File: src/rtl/assert_macros.svh
// Assertion macros used by the top level of the point-in-polygon block.
`ifndef ASSERT_MACROS_SVH
`define ASSERT_MACROS_SVH

// Checks that an expression holds at every clock edge outside reset.
`define PIP_ASSERT_ALWAYS(lbl, expr) \
  lbl: assert property (@(posedge clk) disable iff (!rst_n) (expr)) \
    else $error("pip assertion failed");

// Checks that a condition implies a consequence in the same cycle.
`define PIP_ASSERT_IMPLIES(lbl, ante, cons) \
  lbl: assert property (@(posedge clk) disable iff (!rst_n) (ante) |-> (cons)) \
    else $error("pip assertion failed");

`endif

File: src/rtl/pip_cell.sv
// One corner cell of the rotating corner chain.
`timescale 1ns / 1ps
`default_nettype none
module pip_cell #(
  parameter int COORD_WIDTH = 32
) (
  input  wire logic                   clk,
  input  wire logic                   load,
  input  wire logic                   shift,
  input  wire logic [COORD_WIDTH-1:0] ld_x,
  input  wire logic [COORD_WIDTH-1:0] ld_y,
  input  wire logic [COORD_WIDTH-1:0] nb_x,
  input  wire logic [COORD_WIDTH-1:0] nb_y,
  output logic      [COORD_WIDTH-1:0] q_x,
  output logic      [COORD_WIDTH-1:0] q_y
);

  logic [COORD_WIDTH-1:0] x_r, y_r;

  // A load and a shift never coincide, as appends only happen while idle.
  always_ff @(posedge clk) begin
    if (load) begin
      x_r <= ld_x;
      y_r <= ld_y;
    end else if (shift) begin
      x_r <= nb_x;
      y_r <= nb_y;
    end
  end

  assign q_x = x_r;
  assign q_y = y_r;

endmodule
`default_nettype wire

File: config.mk
export PLATFORM = sky130hd
export DESIGN_NAME = pip_cell
export DESIGN_NICKNAME = d
export VERILOG_FILES = /design/src/rtl/assert_macros.svh /design/src/rtl/pip_cell.sv
export SDC_FILE = /design/constraint.sdc
export NUM_CORES = 1
export LEC_CHECK = 0
export ABC_CLOCK_PERIOD_IN_PS = 3340
export CORE_ASPECT_RATIO = 2
export CORE_UTILIZATION = 30
export DETAILED_ROUTE_END_ITERATION = 10
export DONT_BUFFER_PORTS = 1
export HOLD_SLACK_MARGIN = 0.12
export PLACE_DENSITY = 0.55
export SYNTH_ARGS = -nofsm -noshare
export SYNTH_HDL_FRONTEND = slang
export SYNTH_SLANG_ARGS = --single-unit
File: constraint.sdc
create_clock -name clk -period 3.34 [get_ports clk]
set_input_delay 0.334 -clock clk [delete_from_list [all_inputs] [get_ports clk]]
set_output_delay 0.334 -clock clk [all_outputs]
set_load 0.1 [all_outputs]
==> results.yml <==
sta:
  period_minus_slack_ps: 1630
  tightest_slew_ps: 946
  setup_tns_ps: 0
  post-route-period-util_pct: 48.7
  maxSlewViolCount: 0
  relSlewSlack_pct: 37.1
  fmax_mhz: 615
  setup_viol: 0
  rsz0062_at_grt: "false"
  finalHoldViolCount: 0
global_routing:
  antenna_found_initial: 1
  grt_pass1_wl_um: 7870
  grt_start_max_net_pins: 66
  grt_usage_pct: 11.1
  gr-total-overflow: 0
  grt_pass1_vias: 1384
die:
  die-width_um: 71.6
  dieArea_um2: 10100
  io_pins: 195
  start_util_pct: 31.0
  coreArea_um2: 9380
  rows: 50
  fp.dieH_um: 141
power_and_ir_drop:
  swShare_pct: 36.3
  p_per_area_nw_per_um2: 857
  p_sw_mw: 1.03
  peakVddDrop_mv: 0.271
  p_leak_nw: 1.29
  p_int_mw: 1.81
  pwr-share-comb_pct: 4.0
  p_seq_share_pct: 59.0
  clkPwrFrac_pct: 37.0
  p_total_mw: 2.84
finish:
  area_growth_pct: 14.1
  final_nets: 272
  drive_gt1_share_pct: 56.2
  fillCellCount: 856
  diodes: 0
  finalInstanceArea_um2: 3320
  final_cells: 250
  final_util_pct: 35.3
detailed_routing:
  ant_nets: 0
  firstDrtPassIters: 4
  post_drt_wl_per_cell_um: 23.0
  num_vias: 1276
  drtIter0Drc: 61
  finalWirelength_um: 5750
  viasPerCell: 5.10
  route.detailed.drc: 0
logic_synthesis:
  synth_cell_types: 6
  synth_seq_area_share_pct: 66.1
  yosysWarnings: 0
  async_flop_share_pct: 0
  netlist_instances: 136
  synth_area_leader_cell: "edfxtp_1"
  syn_nets: 267
  synthSimpleGateAreaFrac_pct: 0.215
  synth_area_per_cell_um2: 21.4
  yosysMostFrequentCell: "edfxtp_1"
  ys.flop_type: "edfxtp_1"
  synth_compound_area_share_pct: 0
  synth_edf_count: 64
  synth_top_family_by_area: "multiplexers"
  synth.area.mux_share_pct: 31.1
  synth_area_leaders: "edfxtp_1 (66%), mux2_4 (25%), mux2_2 (5.8%), buf_6 (2.3%), or2_1 (0.22%)"
  yosysTopAreaCellShare_pct: 66.1
  synth_xor_area_share_pct: 0
  synth_top_cells_by_count: "edfxtp_1 (64), mux2_4 (49), mux2_2 (15), buf_6 (6)"
  netlist_area_um2: 2910
  synthAdderAreaFrac_pct: 0
  synth-seq-cells: 64
setup_path:
  critPathCaptureType: "output pin"
  start_kind: "flip-flop"
  path_max_fanout: 1
  crit_start: "q_y[12]"
  crit_arrival_ps: 1290
  worstSetupPathType: "flip-flop to output pin"
  cp.required_ps: 3010
place:
  dp.cells: 234
  gp_congestion: 0.686
  numPortBuffers: 0
  dpl_cell_area_um2: 2970
cts:
  postCtsHoldBufs: 0
  cts_sinks: 64
  post_cts_buffers: 0
  clockBufferDepth: 2
  root_buffer: "clkbuf_16"
  htree_levels: 3
  cts_tree: "built"
  cts.clk_slew.worst_paths_ps: 50
  cts-resized-gates: 0
  cts_buffers: 9
hold_path:
  hp-class: "primary input to flip-flop"
  hold_depth: 1
  hp-start: "ld_y[13]"
  hold_path_end: "q_y[13]"
status:
  outcome: "complete, no violations"
run:
  cap_violations: 0
## placed cells by master (no fill, tap or decap), drive strengths merged
cell	Yosys	final
clkinv	0	3
mux2	64	64
edfxtp	64	64
buf	7	1
bufinv	0	3
clkinvlp	0	1
clkbuf	0	9
or2	1	1
## logic make-up after synthesis
| family | count (synthesis) |
|---|---|
| DFF | 64 |
| and+or+nand+nor | 1 |
| muxes | 64 |
| buffers and inverters | 7 |
## sequential cells by signal, summed over array words and instances, names as in the netlist
| name | cells |
|---|---|
| q_y | 32 |
| q_x | 32 |
## worst max-delay path by stage
stage | to | slack [ps] | cells after the start
floorplan | q_x[0] | 830 | 3
global placement | q_y[18] | 1600 | 2
detailed placement | q_y[13] | 1520 | 2
CTS | q_y[12] | 1690 | 0
global route | q_y[12] | 1680 | 0
finish | q_y[12] | 1710 | 0
## through the flow
| step | setup WS (ps) | hold slack [ps] |
|---|---|---|
| final | 1710 | 228 |
| after global routing | 1680 | 212 |
| after CTS | 1690 | 211 |
| after detailed placement | 1520 | 554 |
| after global placement | 1600 | 552 |
| after floorplan | 832 | 551 |
## metal layers
layer  wire length, um  track usage, %  share of wire, %  vias to the layer above
li1                  -               -                 -                      546
met1              1480            8.31                26                      591
met2              3430            21.3                60                      120
met3               615            4.50                11                       19
met4               223            8.26               3.9                        0
met5                 0               0                 0                        -
## area by class of cell
type                       instances  area (um2)  area share (%)
sequential                        64        1920            58.0
multi-input combinational         65         911            27.5
clock inverter                     7         120            3.62
timing repair buffer               1        7.51           0.226
tap                              104         130            3.92
clock buffer                       9         225            6.79
## power by group through the flow
stage | Sequential [mW] | Clock (mW) | Combinational (mW)
global placement | 1.69 | 0 | 0.111
detailed placement | 1.69 | 0 | 0.117
floorplan | 1.67 | 0 | 0.125
CTS | 1.68 | 1.08 | 0.117
global route | 1.68 | 1.11 | 0.124
finish | 1.68 | 1.05 | 0.115
Note: power is estimated with default switching activity, not from simulation.
